<file path="config.mk">
export PLATFORM = sky130hd
export DESIGN_NAME = ring_neighbor_exclusion_arbiter_unit_flat
export DESIGN_NICKNAME = d
export VERILOG_FILES = /design/src/rtl/core/rnea_pkg.sv /design/src/rtl/core/rnea_if.sv /design/src/rtl/core/rnea_datapath.sv /design/src/rtl/core/rnea_ctrl.sv /design/src/rtl/core/ring_neighbor_exclusion_arbiter_unit.sv /design/src/flat_wrapper.sv
export SDC_FILE = /design/constraint.sdc
export NUM_CORES = 1
export LEC_CHECK = 0
export BUFFER_PORTS_ARGS = -buffer_cell sky130_fd_sc_hd__buf_2
export CAP_MARGIN = 10
export CORE_MARGIN = 2
export CORE_UTILIZATION = 43
export DETAILED_ROUTE_END_ITERATION = 8
export SLEW_MARGIN = 0
export SYNTH_ARGS = -nofsm -noshare
export SYNTH_HDL_FRONTEND = slang
export SYNTH_SLANG_ARGS = --single-unit
</file>
<file path="constraint.sdc">
create_clock -name clock -period 3.8 [get_ports clock]
set_clock_uncertainty 0.05 [all_clocks]
set_input_delay 0.38 -clock clock [delete_from_list [all_inputs] [get_ports clock]]
set_output_delay 0.38 -clock clock [all_outputs]
set_load 0.01 [all_outputs]
</file>
<file path="src/rtl/core/rnea_pkg.sv">
// Shared types and constants for the ring neighbor exclusion arbiter.
// No dependencies; compiled first.
package rnea_pkg;

   localparam int SEAT_W  = 4;
   localparam int TOKEN_W = 4;

   localparam logic [TOKEN_W-1:0] TOKEN_MAX   = 4'd15;
   localparam logic [TOKEN_W-1:0] BOWL_RESET  = 4'd4;

   localparam logic ACT_REQUEST = 1'b0;
   localparam logic ACT_RELEASE = 1'b1;

   typedef enum logic [1:0] {
      SEAT_EATING   = 2'd0,
      SEAT_HUNGRY   = 2'd1,
      SEAT_THINKING = 2'd2
   } seat_state_type;

   // controller -> datapath
   typedef struct packed {
      logic load;          // latch the accepted item
      logic update;        // mark seat hungry / thinking, return token
      logic grant_first;   // test requester, or left neighbor on release
      logic grant_second;  // test right neighbor on release
      logic pop;           // result taken downstream
   } cmd_type;

   // datapath -> controller
   typedef struct packed {
      logic skip;          // item changes nothing
      logic is_release;
      logic has_result;
      logic one_left;
   } sts_type;

endpackage

</file>
<file path="src/rtl/core/rnea_if.sv">
// Channel interfaces: request, result and bowl count write.
// Depends on rnea_pkg.
interface rnea_req_if;
   import rnea_pkg::*;
   logic              valid;
   logic              ready;
   logic              action;
   logic [SEAT_W-1:0] seat;
   modport source (output valid, action, seat, input ready);
   modport sink   (input valid, action, seat, output ready);
endinterface

interface rnea_rsp_if;
   import rnea_pkg::*;
   logic               valid;
   logic               ready;
   logic [SEAT_W-1:0]  granted_seat;
   logic [TOKEN_W-1:0] tokens_left;
   logic               last;
   modport source (output valid, granted_seat, tokens_left, last, input ready);
   modport sink   (input valid, granted_seat, tokens_left, last, output ready);
endinterface

interface rnea_csr_if;
   import rnea_pkg::*;
   logic               valid;
   logic               ready;
   logic [TOKEN_W-1:0] bowl_count;
   modport source (output valid, bowl_count, input ready);
   modport sink   (input valid, bowl_count, output ready);
endinterface

</file>
<file path="src/rtl/core/rnea_datapath.sv">
// Seat state register file, token counter and two-entry result queue.
// Depends on rnea_pkg.
module rnea_datapath #(
   parameter int SEATS = 5
) (
   input  logic                           clock,
   input  logic                           reset,
   input  rnea_pkg::cmd_type              cmd,
   output rnea_pkg::sts_type              sts,
   input  logic                           req_action,
   input  logic [rnea_pkg::SEAT_W-1:0]    req_seat,
   input  logic                           csr_write,
   input  logic [rnea_pkg::TOKEN_W-1:0]   csr_bowl_count,
   output logic [rnea_pkg::SEAT_W-1:0]    rsp_granted_seat,
   output logic [rnea_pkg::TOKEN_W-1:0]   rsp_tokens_left,
   output logic                           rsp_last
);
   import rnea_pkg::*;

   localparam int SW = $clog2(SEATS);
   localparam logic [SW-1:0]     LAST_IDX   = SW'(SEATS - 1);
   localparam logic [SEAT_W:0]   SEAT_LIMIT = (SEAT_W + 1)'(SEATS);

   seat_state_type     status_ff [SEATS];
   seat_state_type     status_in [SEATS];
   logic               action_ff, action_in;
   logic [SEAT_W-1:0]  seat_ff, seat_in;
   logic [TOKEN_W-1:0] free_ff, free_in;
   logic [TOKEN_W-1:0] bowl_ff, bowl_in;
   logic [SEAT_W-1:0]  slot_seat_ff [2];
   logic [SEAT_W-1:0]  slot_seat_in [2];
   logic [TOKEN_W-1:0] slot_tok_ff [2];
   logic [TOKEN_W-1:0] slot_tok_in [2];
   logic [1:0]         count_ff, count_in;

   logic [SEATS-1:0]   eating, hungry, can_grant;
   logic [SW-1:0]      idx, left_idx, right_idx, cand;
   logic               seat_ok, grant_ok;

   // per-seat grant condition, each seat looks only at its fixed neighbors
   for (genvar i = 0; i < SEATS; i++) begin : g_seat
      assign eating[i]    = (status_ff[i] == SEAT_EATING);
      assign hungry[i]    = (status_ff[i] == SEAT_HUNGRY);
      assign can_grant[i] = hungry[i] && !eating[(i + SEATS - 1) % SEATS]
                            && !eating[(i + 1) % SEATS];
   end

   assign idx       = seat_ff[SW-1:0];
   assign seat_ok   = ({1'b0, seat_ff} < SEAT_LIMIT);
   assign left_idx  = (idx == '0) ? LAST_IDX : idx - 1'b1;
   assign right_idx = (idx == LAST_IDX) ? '0 : idx + 1'b1;
   assign cand      = (action_ff == ACT_REQUEST) ? idx :
                      (cmd.grant_second ? right_idx : left_idx);
   assign grant_ok  = can_grant[cand] && (free_ff != '0);

   assign sts.skip       = !seat_ok || ((action_ff == ACT_REQUEST) && eating[idx]);
   assign sts.is_release = (action_ff == ACT_RELEASE);
   assign sts.has_result = (count_ff != 2'd0);
   assign sts.one_left   = (count_ff == 2'd1);

   assign rsp_granted_seat = slot_seat_ff[0];
   assign rsp_tokens_left  = slot_tok_ff[0];
   assign rsp_last         = (count_ff == 2'd1);

   always_comb begin
      status_in    = status_ff;
      action_in    = action_ff;
      seat_in      = seat_ff;
      free_in      = free_ff;
      bowl_in      = bowl_ff;
      slot_seat_in = slot_seat_ff;
      slot_tok_in  = slot_tok_ff;
      count_in     = count_ff;

      if (cmd.load) begin
         action_in = req_action;
         seat_in   = req_seat;
      end

      if (cmd.update && !sts.skip) begin
         if (action_ff == ACT_REQUEST) begin
            status_in[idx] = SEAT_HUNGRY;
         end else begin
            if (eating[idx] && (free_ff != TOKEN_MAX)) begin
               free_in = free_ff + 1'b1;
            end
            status_in[idx] = SEAT_THINKING;
         end
      end

      if ((cmd.grant_first || cmd.grant_second) && grant_ok) begin
         status_in[cand]           = SEAT_EATING;
         free_in                   = free_ff - 1'b1;
         slot_seat_in[count_ff[0]] = SEAT_W'(cand);
         slot_tok_in[count_ff[0]]  = free_ff - 1'b1;
         count_in                  = count_ff + 1'b1;
      end

      if (cmd.pop) begin
         slot_seat_in[0] = slot_seat_ff[1];
         slot_tok_in[0]  = slot_tok_ff[1];
         count_in        = count_ff - 1'b1;
      end

      // bowl count reloads the pool only while nobody holds a token
      if (csr_write) begin
         bowl_in = csr_bowl_count;
         if (!(|eating)) begin
            free_in = csr_bowl_count;
         end
      end
   end

   always_ff @(posedge clock) begin
      if (reset) begin
         for (int i = 0; i < SEATS; i++) begin
            status_ff[i] <= SEAT_THINKING;
         end
         free_ff  <= BOWL_RESET;
         bowl_ff  <= BOWL_RESET;
         count_ff <= 2'd0;
      end else begin
         status_ff <= status_in;
         free_ff   <= free_in;
         bowl_ff   <= bowl_in;
         count_ff  <= count_in;
      end
   end

   always_ff @(posedge clock) begin
      action_ff    <= action_in;
      seat_ff      <= seat_in;
      slot_seat_ff <= slot_seat_in;
      slot_tok_ff  <= slot_tok_in;
   end

endmodule

</file>
<file path="src/rtl/core/rnea_ctrl.sv">
// Sequencing state machine: accept, update, up to two grant tests, drain.
// Depends on rnea_pkg.
module rnea_ctrl (
   input  logic              clock,
   input  logic              reset,
   input  logic              req_valid,
   output logic              req_ready,
   output logic              rsp_valid,
   input  logic              rsp_ready,
   output rnea_pkg::cmd_type cmd,
   input  rnea_pkg::sts_type sts
);
   import rnea_pkg::*;

   typedef enum logic [4:0] {
      ST_IDLE   = 5'b00001,
      ST_UPDATE = 5'b00010,
      ST_GRANT1 = 5'b00100,
      ST_GRANT2 = 5'b01000,
      ST_EMIT   = 5'b10000
   } ctrl_state_type;

   ctrl_state_type state_ff, state_in;

   assign req_ready        = (state_ff == ST_IDLE);
   assign rsp_valid        = (state_ff == ST_EMIT) && sts.has_result;
   assign cmd.load         = req_ready && req_valid;
   assign cmd.update       = (state_ff == ST_UPDATE);
   assign cmd.grant_first  = (state_ff == ST_GRANT1);
   assign cmd.grant_second = (state_ff == ST_GRANT2);
   assign cmd.pop          = rsp_valid && rsp_ready;

   always_comb begin
      state_in = state_ff;
      case (state_ff)
         ST_IDLE: begin
            if (req_valid) state_in = ST_UPDATE;
         end
         ST_UPDATE: begin
            state_in = sts.skip ? ST_IDLE : ST_GRANT1;
         end
         ST_GRANT1: begin
            state_in = sts.is_release ? ST_GRANT2 : ST_EMIT;
         end
         ST_GRANT2: begin
            state_in = ST_EMIT;
         end
         ST_EMIT: begin
            if (!sts.has_result || (cmd.pop && sts.one_left)) state_in = ST_IDLE;
         end
         default: begin
            state_in = ST_IDLE;
         end
      endcase
   end

   always_ff @(posedge clock) begin
      if (reset) begin
         state_ff <= ST_IDLE;
      end else begin
         state_ff <= state_in;
      end
   end

endmodule

</file>
<file path="src/rtl/core/ring_neighbor_exclusion_arbiter_unit.sv">
// Top level of the ring neighbor exclusion arbiter (shared-bowl seat ring).
// Depends on rnea_pkg, rnea_if, rnea_ctrl and rnea_datapath.
//
//   channel    dir  handshake      payload
//   req_chan   in   valid/ready    action (0 request, 1 release), seat
//   rsp_chan   out  valid/ready    granted_seat, tokens_left, last
//   csr_chan   in   valid/ready    bowl_count (ready always high)
//
// Sequencing: one item at a time, walked through by the controller. An ignored
//   item goes from the update state straight back to idle; a request gets one
//   grant test and a release two (left neighbor, then right), then the results
//   are drained. The grant tests run one neighbor per cycle on the seat
//   register file.
// Reset: synchronous; all seats thinking, bowl count and free tokens at 4.
// Stalls: rsp_chan back-pressure holds the result queue; no new item is
//   taken until every grant of the current one has been delivered.
module ring_neighbor_exclusion_arbiter_unit #(
   parameter int SEATS = 5
) (
   input logic        clock,
   input logic        reset,
   rnea_req_if.sink   req_chan,
   rnea_rsp_if.source rsp_chan,
   rnea_csr_if.sink   csr_chan
);
   import rnea_pkg::*;

   cmd_type cmd;
   sts_type sts;

   // register writes are always accepted; software writes only while idle (not enforced here)
   assign csr_chan.ready = 1'b1;

   rnea_ctrl u_ctrl (
      .clock     (clock),
      .reset     (reset),
      .req_valid (req_chan.valid),
      .req_ready (req_chan.ready),
      .rsp_valid (rsp_chan.valid),
      .rsp_ready (rsp_chan.ready),
      .cmd       (cmd),
      .sts       (sts)
   );

   rnea_datapath #(
      .SEATS (SEATS)
   ) u_datapath (
      .clock            (clock),
      .reset            (reset),
      .cmd              (cmd),
      .sts              (sts),
      .req_action       (req_chan.action),
      .req_seat         (req_chan.seat),
      .csr_write        (csr_chan.valid),
      .csr_bowl_count   (csr_chan.bowl_count),
      .rsp_granted_seat (rsp_chan.granted_seat),
      .rsp_tokens_left  (rsp_chan.tokens_left),
      .rsp_last         (rsp_chan.last)
   );

endmodule

</file>
<file path="src/flat_wrapper.sv">
// flat-port wrapper written by rule: the top's interface ports become plain ports
module ring_neighbor_exclusion_arbiter_unit_flat import rnea_pkg::*;
#(
   parameter int SEATS = 5
)
  (clock, reset, req_chan_valid, req_chan_action, req_chan_seat, req_chan_ready, rsp_chan_valid, rsp_chan_granted_seat, rsp_chan_tokens_left, rsp_chan_last, rsp_chan_ready, csr_chan_valid, csr_chan_bowl_count, csr_chan_ready);
  rnea_req_if req_chan_i ();
  rnea_rsp_if rsp_chan_i ();
  rnea_csr_if csr_chan_i ();
  input logic clock;
  input logic reset;
  input wire logic [$bits(req_chan_i.valid)-1:0] req_chan_valid;
  input wire logic [$bits(req_chan_i.action)-1:0] req_chan_action;
  input wire logic [$bits(req_chan_i.seat)-1:0] req_chan_seat;
  output wire logic [$bits(req_chan_i.ready)-1:0] req_chan_ready;
  output wire logic [$bits(rsp_chan_i.valid)-1:0] rsp_chan_valid;
  output wire logic [$bits(rsp_chan_i.granted_seat)-1:0] rsp_chan_granted_seat;
  output wire logic [$bits(rsp_chan_i.tokens_left)-1:0] rsp_chan_tokens_left;
  output wire logic [$bits(rsp_chan_i.last)-1:0] rsp_chan_last;
  input wire logic [$bits(rsp_chan_i.ready)-1:0] rsp_chan_ready;
  input wire logic [$bits(csr_chan_i.valid)-1:0] csr_chan_valid;
  input wire logic [$bits(csr_chan_i.bowl_count)-1:0] csr_chan_bowl_count;
  output wire logic [$bits(csr_chan_i.ready)-1:0] csr_chan_ready;
  assign req_chan_i.valid = req_chan_valid;
  assign req_chan_i.action = req_chan_action;
  assign req_chan_i.seat = req_chan_seat;
  assign req_chan_ready = req_chan_i.ready;
  assign rsp_chan_valid = rsp_chan_i.valid;
  assign rsp_chan_granted_seat = rsp_chan_i.granted_seat;
  assign rsp_chan_tokens_left = rsp_chan_i.tokens_left;
  assign rsp_chan_last = rsp_chan_i.last;
  assign rsp_chan_i.ready = rsp_chan_ready;
  assign csr_chan_i.valid = csr_chan_valid;
  assign csr_chan_i.bowl_count = csr_chan_bowl_count;
  assign csr_chan_ready = csr_chan_i.ready;
  ring_neighbor_exclusion_arbiter_unit #(.SEATS(SEATS)) u_core (.clock(clock), .reset(reset), .req_chan(req_chan_i), .rsp_chan(rsp_chan_i), .csr_chan(csr_chan_i));
endmodule
</file>
Word-level counts from Yosys, hierarchy flattened
Cells that the tools add are included.
- $add $sub $neg: 6
- magnitude comparators: 9
- equal/unequal tests: 15
- muxes and demuxes: 36
- bitwise gates (word level): 12
- reductions and logical operators: 44
- operator list (operator ; number):
    two-way mux 4 bit ; 9
    two-way mux 10 bit ; 3
    one-hot mux 5 bit (5 select lines) ; 1
    logical AND 1 bit ; 22
    bitwise mux 8 bit ; 2
    two-way mux 8 bit ; 2
    two-way mux 3 bit ; 5
    two-way mux 5 bit ; 3
    demux 2 bit (select 3 bit) ; 2
    equality test 2 x 1 -> 1 bit, second input constant ; 6
    AND 10 bit ; 1
    AND 5 bit ; 2
    zero test 2 bit ; 5
    inverter 10 bit ; 1
    inverter 5 bit ; 2
    OR 5 bit ; 2
    >= comparator 4 bit, second input constant ; 2
    zero test 1 bit ; 8
    less-than comparator 3 x 4 -> 1 bit, second input constant ; 2
    less-than comparator 4 x 1 -> 1 bit, second input constant ; 2
    two-way mux 2 bit ; 4
    inverter 3 -> 4 bit ; 2
    binary-select mux 1 bit (select 3 bit) ; 2
    equality test 5 x 1 -> 1 bit, second input constant ; 1
    27 further kinds ; 31
- register bits after elaboration: 42
- input port bits: 14
- output and inout bits: 12
- word-level logic and storage cells: 136

Longest topological paths before layout
Gate-level depths: netlist of the first run.
- word-level depth: 12
- depth in mapped cells: 13
- gate-level depth less buffers: 10

By module
A second synthesis of the first run with hierarchy kept.
- cells, all modules: 256
- area, all modules: 2451.1 um^2
- by module, submodules not included (module ; times used ; cells each ; area each (um^2) ; seq. area each (um^2)):
    rnea_datapath ; 1 ; 221 ; 2119.5 ; 890.9
    rnea_ctrl ; 1 ; 33 ; 320.3 ; 100.1
    ring_neighbor_exclusion_arbiter_unit ; 1 ; 2 ; 11.3 ; 0.0

Worst setup path before layout of the first run
No wires, ideal clock.
- kind: flip-flop to flip-flop
- start point: reg u_core.u_datapath.seat_ff[0]
- end point: reg u_core.u_datapath.slot_seat_ff, in the netlist u_core.u_datapath.rsp_granted_seat[0], data pin
- library setup time: 0.256 ns
- arrival time: 2.747 ns
- data required time: 3.494 ns
- slack: 0.747 ns
- cell stages (with the launch flop): 14
- buffers on the path: 3
- period minus slack after synthesis: 3.053 ns
- path through: edfxtp_1 -> buf_4 -> inv_1 -> ha_1 -> ha_1 -> or3b_2 -> o211ai_2 -> and2_1 -> buf_6 -> mux2_4 -> o22ai_2 -> buf_6 -> nor2_2 -> a22o_1
- RTL lines (element ; RTL line ; source):
    start: declaration ; rnea_datapath.sv:27 ; logic [SEAT_W-1:0] seat_ff, seat_in;
    start signal: assignment ; rnea_datapath.sv:132 ; seat_ff <= seat_in;
    end signal: assignment ; rnea_datapath.sv:133 ; slot_seat_ff <= slot_seat_in;
    end: declaration ; rnea_datapath.sv:30 ; logic [SEAT_W-1:0] slot_seat_ff [2];

Final worst setup path of the first run
- start point: reg u_core.u_datapath.seat_ff[1]
- end point: reg u_core.u_datapath.slot_seat_ff, in the netlist u_core.u_datapath.rsp_granted_seat[0], enable pin
- longest elaborated chain between the ends: 9
- elaborated cells on any way between the ends: 13
- classes of those cells: add/sub (2); eq/ne (1); mux (6); reduce/logical (4)
- RTL lines (element ; RTL line ; source):
    subtractor 3 x 1 -> 3 bit, or another cell as far along ; rnea_datapath.sv:50 ; assign left_idx = (idx == '0) ? LAST_IDX : idx - 1'b1;
    two-way mux 3 bit, on equally long branches ; rnea_datapath.sv:50, rnea_datapath.sv:51 ;
    two-way mux 3 bit ; rnea_datapath.sv:53 ; (cmd.grant_second ? right_idx : left_idx);
    two-way mux 3 bit (*) ; rnea_datapath.sv:52 ; assign cand = (action_ff == ACT_REQUEST) ? idx :
    binary-select mux 1 bit (select 3 bit) (*) ; rnea_datapath.sv:54 ; assign grant_ok = can_grant[cand] && (free_ff != '0);
    two-way mux 1 bit (not written as such) (*) ; rnea_datapath.sv:54 ;
    logical AND 1 bit (*) ; rnea_datapath.sv:54 ;
    logical AND 1 bit (*) ; rnea_datapath.sv:91 ; if ((cmd.grant_first || cmd.grant_second) && grant_ok) begin
    nonzero test 2 bit (no line) (*) ; - ;
Mark *: on every way between the ends. The rest lies on a longest branch, timed or not. The select of a mux whose other input is x is not followed.
A chain may end at the register's enable or synchronous reset.

==> flow_summary.ini, run 1 <==
[timing]
hold_violations = 0
finalMaxSlewViolations = 0
fin_ws_ns = 0.515
worst_hold_slack_ns = 0.209
finalSetupViolations = 0
worst_slew_pin_slew_ns = 0.678
max_freq_mhz = 304
period_share_pct = 86.5
finalCriticalPeriod_ns = 3.29
finalSetupTns_ns = 0
rsz0062_at_grt = no
slew_headroom_pct = 54.4

[logic_synthesis]
ys_types = 66
avgSynthCellArea_um2 = 9.67
synthArstFlopShare_pct = 0
synth-seq-cells = 40
synth_edf_count = 19
synth_area_mm2 = 0.00240
ys.flop_type = dfxtp_1
synthesis.nets = 270
seq_area_frac_synth_pct = 41.3
synth_warnings = 0
syn_inst = 248

[finish]
diodes = 0
nets = 287
fin_area_mm2 = 0.00263
fill_cells = 531
register_area_um2 = 991
syn_to_final_growth_pct = 9.60
fin_cells = 338
final_common_cell = nand2_1
fin_util_pct = 48.3
drive_gt1_share_pct = 19.5
final_cell_mix = nand2_1 (25), buf_2 (23), dfxtp_1 (21)
multiInputGateArea_mm2 = 0.00123

[cts]
cts_tree = yes
post_cts_resized = 0
cts_root_buffer = clkbuf_8
clk_path_buf_depth = 2
ctsHoldBuffers = 0
path_clk_slew_ns = 0.08
clk_latency_ns = 0.30
cts_buffers = 5
cts_num_sinks = 40
htree_levels = 2
post-cts-setup-buffers = 0

[placed_design]
dp_hpwl_um = 3920
gp_congestion = 0.870
place_ws_ns = 0.523
dpl_cell_area_mm2 = 0.00251
placedCellCount = 330
portBuffers = 23

[pwr]
p_switching_mw = 0.236
p_leak_nw = 0.960
total_power_mw = 0.938
internal_power_mw = 0.702
pwr-share-comb_pct = 11.6
netSwitchingFraction_pct = 25.1
p_per_area_mw_per_mm2 = 357
ir_worst_vdd_uv = 189
pwr-share-clk_pct = 37.8
seq_power_share_pct = 50.5

[outcome]
status = finished, final reports clean

[die]
io_pins = 26
die_area_mm2 = 0.00619
dieWidth_um = 78.7
die_h_um = 78.7
initial_core_util_pct = 44.1
core_area_mm2 = 0.00544
row_count = 27

[routing]
drtIter0Drc = 159
drt_wl_total_um = 5070
drc = 0
ant_nets = 0
via_count = 1877
first_pass_iters = 4
vias_per_cell = 5.55
wl_per_cell_um = 15.0

[global_routing]
grt_pass1_wl_um = 8700
antenna_found_initial = 0
grt_pass1_vias = 1754
grt_max_degree = 17
gr-total-overflow = 0
grtUsageTotal_pct = 17.9

[worst_setup_path]
startpoint_type = register
criticalPathCategory = reg -> reg
cp.arrival_ns = 3.24
worstSetupEndpointType = register
crit_fanout = 8
crit_required_ns = 3.75

[worst_hold_path]
hold_class = in -> reg

[job]
max_cap_viol_count = 0
## worst max-delay path, cell delays in order (launching register included)
cell and delay (ns):
edfxtp_1 0.47, inv_1 0.10, ha_1 0.24, ha_1 0.20, or3b_2 0.44, o211ai_2 0.10, and2_1 0.33, mux2_4 0.33
o22ai_2 0.33, nand2b_1 0.20, nand2_1 0.20
## power by group through the flow
stage / sequential, mW / combinational, mW / clock [mW]
3_3_place_gp: 0.484 / 0.109 / 0
4_1_cts: 0.474 / 0.110 / 0.366
5_1_grt: 0.476 / 0.123 / 0.382
6_report: 0.474 / 0.109 / 0.355
2_1_floorplan: 0.479 / 0.0842 / 0
3_5_place_dp: 0.484 / 0.109 / 0
## registers in the layout (all words and copies together) (netlist names), 3 cells and up
name,count
u_core.u_datapath.status_ff,10
u_core.u_ctrl.state_ff,5
u_core.u_datapath.free_ff,4
u_core.u_datapath.rsp_tokens_left,4
u_core.u_datapath.seat_ff,4
u_core.u_datapath.slot_tok_ff,4
u_core.u_datapath.rsp_granted_seat,3
u_core.u_datapath.slot_seat_ff,3
## cell type report
cell class / instances / share of cell area, %
clock inverters: 3 / 1.81
well taps: 72 / 3.43
clock buffers: 5 / 2.62
flip-flops and latches: 40 / 37.7
repair buffers: 27 / 5.52
inverters: 15 / 2.14
multi-input cells: 176 / 46.8
## logic make-up (layout without fill, tap and decap cells)
kind of cell	count (synthesis)	in the layout	share of synthesized area (%)
and+or+nand+nor	100	100	23.9
AOI/OAI and AO/OA	59	59	19.8
DFF	40	40	41.3
buffers and inverters	32	50	7.41
adders and majority gates	8	8	4.18
muxes	5	5	2.35
other	2	2	0.313
xor gates and xnor gates	2	2	0.731
## final timing paths
check,from,end,slack (ns),cells past startpoint
max reg2reg,u_core.u_datapath.seat_ff[1]$_DFFE_PP_,u_core.u_datapath.rsp_granted_seat[0]$_DFFE_PP_,0.51,10
max,u_core.u_datapath.seat_ff[1]$_DFFE_PP_,u_core.u_datapath.rsp_granted_seat[0]$_DFFE_PP_,0.51,10
min,req_chan_seat[2],u_core.u_datapath.seat_ff[2]$_DFFE_PP_,0.21,1
min reg2reg,u_core.u_datapath.status_ff[3]$_SDFF_PP1_,u_core.u_datapath.status_ff[3]$_SDFF_PP1_,0.45,2
## cell usage after synthesis (4+ instances only)
library cell,n,area share (%)
nand2_1,25,3.9
dfxtp_1,21,18
edfxtp_1,19,24
inv_1,15,2.3
nor2_1,14,2.2
buf_4,11,3.4
ha_1,8,4.2
nor3_1,8,1.7
a21oi_1,7,1.5
a31oi_1,7,1.8
nand2b_1,7,1.8
nand3_1,7,1.5
o21ai_0,7,1.5
nor2b_1,5,1.3
or3_1,5,1.3
a21o_1,4,1.3
a22o_1,4,1.5
## routing by layer
| layer | up-vias | wire length [um] | track usage [%] |
|---|---|---|---|
| met5 | - | 0 | 0 |
| li1 | 960 | - | - |
| met2 | 41 | 2310 | 26.8 |
| met1 | 868 | 2480 | 26.1 |
| met3 | 8 | 192 | 3.10 |
| met4 | 0 | 91 | 5.61 |
No activity file was read; power rests on OpenSTA's default activity.
==> run 2, diff against run 1 <==
--- a/config.mk
+++ b/config.mk
@@ -5,9 +5,10 @@
 export SDC_FILE = /design/constraint.sdc
 export NUM_CORES = 1
 export LEC_CHECK = 0
+export ABC_AREA = 1
 export BUFFER_PORTS_ARGS = -buffer_cell sky130_fd_sc_hd__buf_2
 export CAP_MARGIN = 10
-export CORE_MARGIN = 2
+export CORE_MARGIN = 4
 export CORE_UTILIZATION = 43
 export DETAILED_ROUTE_END_ITERATION = 8
 export SLEW_MARGIN = 0
==> run 2 against run 1 <==
Compared with the run above: maximum frequency increased by 16%; sequential power increased by 2%; cell area increased by 0.71%; clock power decreased by 2%; largest cell class unchanged; area after synthesis increased by 0.37%; worst setup slack improved by 0.45 ns; flip-flop and latch count unchanged.
==> flow_summary.ini, run 2 <==
[die]
core_area_mm2 = 0.00527
initial_core_util_pct = 45.7
die_h_um = 82.8
row_count = 26
die_area_mm2 = 0.00686
io_pins = 26
dieWidth_um = 82.8

[timing]
fin_ws_ns = 0.967
worst_hold_slack_ns = 0.214
finalCriticalPeriod_ns = 2.83
period_share_pct = 74.6
slew_headroom_pct = 46.4
hold_violations = 0
finalSetupViolations = 0
finalSetupTns_ns = 0
worst_slew_pin_slew_ns = 0.801
max_freq_mhz = 353
finalMaxSlewViolations = 0
rsz0062_at_grt = no

[cts]
path_clk_slew_ns = 0.08
cts_num_sinks = 40
clk_path_buf_depth = 2
cts_buffers = 5
post_cts_resized = 0
cts_root_buffer = clkbuf_8
cts_tree = yes
htree_levels = 2
ctsHoldBuffers = 0
clk_latency_ns = 0.29
post-cts-setup-buffers = 0

[logic_synthesis]
syn_inst = 314
synth_area_mm2 = 0.00241
synthesis.nets = 336
yosysTopAreaCellShare_pct = 23.7
synth_most_common_cell = nand2_1
avgSynthCellArea_um2 = 7.66
synth_common_cells = nand2_1 (60), inv_1 (48), nor2_1 (34), nand3_1 (24), dfxtp_1 (21)
synth-seq-cells = 40
synth_area_leaders = edfxtp_1 (24%), dfxtp_1 (17%), nand2_1 (9.4%)
synth_edf_count = 19
synth_warnings = 0
seq_area_frac_synth_pct = 41.2
ys_types = 40
synthArstFlopShare_pct = 0
synth.largest_area_cell = edfxtp_1
ys.flop_type = dfxtp_1

[finish]
reg_top3 = u_core.u_datapath.status_ff x10, u_core.u_ctrl.state_ff x5
fin_cells = 404
largest_register_ffs = 10
fin_area_mm2 = 0.00265
final_common_cell = nand2_1
regMostFlops = u_core.u_datapath.status_ff
syn_to_final_growth_pct = 9.98
fin_util_pct = 50.2
nets = 355
drive_gt1_share_pct = 18.0
diodes = 0
final_cell_mix = nand2_1 (60), inv_1 (48), nor2_1 (34)

[routing]
first_pass_iters = 4
via_count = 1980
drt_wl_total_um = 4940
vias_per_cell = 4.90
drc = 0
wl_per_cell_um = 12.2
drtIter0Drc = 130
ant_nets = 0

[pwr]
p_per_area_mw_per_mm2 = 368
ir_worst_vdd_uv = 151
total_power_mw = 0.973
p_leak_nw = 1.21

[worst_setup_path]
timing.reg2reg.setup_slack_ns = 0.97
cp.depth = 12
r2r-end = u_core.u_datapath.slot_tok_ff[0]$_DFFE_PP_
cp.arrival_ns = 2.72
slowest_stage = nor2_1
criticalPathCategory = reg -> reg
crit_path_end = u_core.u_datapath.slot_tok_ff[0]$_DFFE_PP_
crit_fanout = 8
cp_top_family = simple AND/OR/NAND/NOR gates
crit_path_start = u_core.u_datapath.seat_ff[0]$_DFFE_PP_
cp_cell_sequence = inv_1 -> ha_1 -> ha_1 -> a21oi_1 -> nand3_1 -> nand3_1 -> nand2_1 -> nand2_1 -> clkinv_1 -> nand3_2 -> nand3_2 -> nor2_1
worstSetupEndpointType = register
crit_required_ns = 3.69
r2r_cells = 12
reg2reg_from = u_core.u_datapath.seat_ff[0]$_DFFE_PP_
crit_path_max_incr_delay_ns = 0.49
startpoint_type = register
critPathBufInv = 2

[global_routing]
antenna_found_initial = 0
grt_max_degree = 15
grt_pass1_vias = 1833
grt_pass1_wl_um = 8570
gr-total-overflow = 0
grtUsageTotal_pct = 15.2

[placed_design]
portBuffers = 23
gp_congestion = 0.862
dp_hpwl_um = 3920
dpl_cell_area_mm2 = 0.00253
place_ws_ns = 0.989
placedCellCount = 396

[job]
max_cap_viol_count = 0

[worst_hold_path]
hold_class = in -> reg

[outcome]
status = finished, final reports clean
-- run 2: cell types whose count changed after synthesis, sizes merged, moves of 4 or more --
| cell | delta |
|---|---|
| a22o | -4 |
| a31oi | -7 |
| buf | -5 |
| inv | +38 |
| nand2 | +43 |
| nand2b | -7 |
| nand3 | +22 |
| nor2 | +25 |
| nor2b | -5 |
| o21ai | +10 |
| or3 | -6 |
-- run 2: worst min path at each step --
stage          cells after the start                                       start                                          to
2_1_floorplan                      2  u_core.u_datapath.count_ff[1]$_SDFFE_PP0P_  u_core.u_datapath.count_ff[1]$_SDFFE_PP0P_
3_3_place_gp                       2  u_core.u_datapath.count_ff[1]$_SDFFE_PP0P_  u_core.u_datapath.count_ff[1]$_SDFFE_PP0P_
3_5_place_dp                       2  u_core.u_datapath.count_ff[1]$_SDFFE_PP0P_  u_core.u_datapath.count_ff[1]$_SDFFE_PP0P_
4_1_cts                            1                            req_chan_seat[2]      u_core.u_datapath.seat_ff[2]$_DFFE_PP_
5_1_grt                            1                            req_chan_seat[0]      u_core.u_datapath.seat_ff[0]$_DFFE_PP_
6_report                           1                            req_chan_seat[2]      u_core.u_datapath.seat_ff[2]$_DFFE_PP_
-- run 2: layer usage --
layer,routed length [um],vias up,global-route usage [%]
met5,0,-,0
met3,311,5,3.47
met4,60,0,4.90
li1,-,1041,-
met1,2400,877,21.2
met2,2170,57,23.3
-- run 2: layout make-up --
type | count | area [um^2]
clock buffers | 5 | 68.8
clock inverters | 3 | 42.5
fillers | 527 | 2620
inverters | 55 | 206
multi-input cells | 207 | 1130
flip-flops and latches | 40 | 991
well taps | 70 | 87.6
repair buffers | 24 | 123
-- run 2: kinds of logic (layout without fill, tap and decap cells) --
kind of cell    Yosys count  count (layout)  synth area share (%)
other cells               2               2                 0.312
fa+ha+maj                 8               8                  4.16
compound gates           34              34                  8.37
simple gates            159             159                  32.6
xor+xnor                  4               4                  1.46
buf+inv                  67              87                  12.0
flops                    40              40                  41.2
-- run 2: report_power, final --
group          leakage, nW  total, mW  switching [mW]  internal (mW)
logic                0.814      0.143          0.0984         0.0448
clock network       0.0541      0.347           0.152          0.194
registers            0.346      0.483          0.0163          0.467
==> run 3, diff against run 2 <==
==> constraint.sdc (replaced) <==
create_clock -name clock -period 2.8 [get_ports clock]
set_clock_uncertainty 0.05 [all_clocks]
set_input_delay 0.28 -clock clock [delete_from_list [all_inputs] [get_ports clock]]
set_output_delay 0.28 -clock clock [all_outputs]
set_load 0.01 [all_outputs]
==> run 3 against run 2 <==
Compared with the run above: count of clock-buffer cells in the layout unchanged; maximum frequency increased by 13%; cell area increased by 1.6%; critical path type unchanged; largest power group unchanged; largest cell class unchanged.
==> flow_summary.ini, run 3 (synthesized netlist as in run 2, its figures left out) <==
[finish]
diodes = 0
final_cell_mix = nand2_1 (60), inv_1 (48), nor2_1 (34)
fin_area_mm2 = 0.00269
drive_gt1_share_pct = 19.2
final_common_cell = nand2_1
largest_register_ffs = 10
reg_top3 = u_core.u_datapath.status_ff x10, u_core.u_ctrl.state_ff x5
syn_to_final_growth_pct = 11.8
fin_util_pct = 51.0
regMostFlops = u_core.u_datapath.status_ff
nets = 360

[pwr]
ir_worst_vdd_uv = 214
p_per_area_mw_per_mm2 = 496
p_leak_nw = 1.24

[worst_setup_path]
criticalPathCategory = reg -> reg
crit_fanout = 8
crit_required_ns = 2.77
cp_cell_sequence = inv_1 -> ha_1 -> ha_1 -> a21oi_1 -> nand3_1 -> nand3_1 -> nand2_1 -> nand2_1 -> clkinv_1 -> nand3_2 -> nand3_2 -> o21ai_1 -> buf_4
startpoint_type = register
crit_path_max_incr_delay_ns = 0.45
cp.arrival_ns = 2.49
worstSetupEndpointType = register
slowest_stage = edfxtp_1

[timing]
finalMaxSlewViolations = 0
finalSetupTns_ns = 0
hold_violations = 0
rsz0062_at_grt = no
period_share_pct = 89.9
worst_hold_slack_ns = 0.107
finalCriticalPeriod_ns = 2.52
finalSetupViolations = 0
max_freq_mhz = 397

[cts]
cts_num_sinks = 40
htree_levels = 2
clk_latency_ns = 0.30
clk_path_buf_depth = 2
ctsHoldBuffers = 0
cts_root_buffer = clkbuf_8
cts_buffers = 5
path_clk_slew_ns = 0.08
cts_tree = yes

[die]
io_pins = 26
initial_core_util_pct = 45.7
die_area_mm2 = 0.00686
dieWidth_um = 82.8
core_area_mm2 = 0.00527
row_count = 26
die_h_um = 82.8

[routing]
wl_per_cell_um = 11.9
drtIter0Drc = 101
vias_per_cell = 4.71
first_pass_iters = 4
via_count = 1925
drt_wl_total_um = 4870
drc = 0
ant_nets = 0

[outcome]
status = finished, final reports clean

[placed_design]
dp_hpwl_um = 3910
gp_congestion = 0.834
portBuffers = 23
dpl_cell_area_mm2 = 0.00256

[global_routing]
antenna_found_initial = 0
grt_pass1_wl_um = 8340
gr-total-overflow = 0
grt_max_degree = 15
grtUsageTotal_pct = 14.8
grt_pass1_vias = 1815

[job]
max_cap_viol_count = 0

[worst_hold_path]
hold_class = in -> reg
==> run 3: cell types whose count changed in the layout (fill, tap and decap cells not counted), sizes merged <==
cell,change
clkinvlp,-1
clkinv,+1
buf,+5
==> run 3: stage by stage <==
stage,instances,power [mW],setup WS (ns)
after floorplan,314,0.813,0.103
after global placement,399,0.861,0.338
after detailed placement,399,0.864,0.251
after CTS,407,1.34,0.242
after global routing,409,1.40,0.0288
final,409,1.33,0.282
==> run 3: layout make-up <==
class	count	area, um^2
clock inverter	3	47.5
clock buffer	5	68.8
inverter	55	206
sequential	40	991
timing repair buffer	29	160
fill	545	2580
tap	70	87.6
multi-input combinational	207	1130
==> run 3: worst max-delay path, delay by kind of cell (launching register included) <==
family / cells / cell delay, ns
AOI/OAI and AO/OA: 2 / 0.29
adders and majority gates: 2 / 0.46
buffers and inverters: 3 / 0.36
DFF: 1 / 0.45
and+or+nand+nor: 6 / 0.63
==> run 3: final timing paths <==
check	start	end	slack, ns	depth (start not counted)
worst max register to register	u_core.u_datapath.seat_ff[1]$_DFFE_PP_	u_core.u_datapath.rsp_granted_seat[2]$_DFFE_PP_	0.28	13
worst min register to register	u_core.u_datapath.count_ff[1]$_SDFFE_PP0P_	u_core.u_datapath.count_ff[1]$_SDFFE_PP0P_	0.41	2
worst min-delay path	req_chan_seat[2]	u_core.u_datapath.seat_ff[2]$_DFFE_PP_	0.11	1
worst max-delay path	u_core.u_datapath.seat_ff[1]$_DFFE_PP_	u_core.u_datapath.rsp_granted_seat[2]$_DFFE_PP_	0.28	13
==> run 3: per-layer routing <==
layer	up-vias	global-route usage [%]	share of wire [%]
met5	-	0	0
met4	0	3.57	0.90
met3	4	3.66	4.8
met2	36	22.7	45
met1	829	20.9	50
li1	1056	-	-
==> run 3: where the power goes <==
group	internal, mW	total, mW	switching [mW]
clock	0.268	0.479	0.211
sequential	0.633	0.654	0.0205
combinational	0.0654	0.201	0.135
total	0.967	1.33	0.367
==> run 3: timing repair <==
action                                  in CTS  in global routing
endpoints found under the setup margin       0                  7
buffers inserted                             0                  2
gates resized for setup                      0                  1
hold endpoints to repair                     0                  0
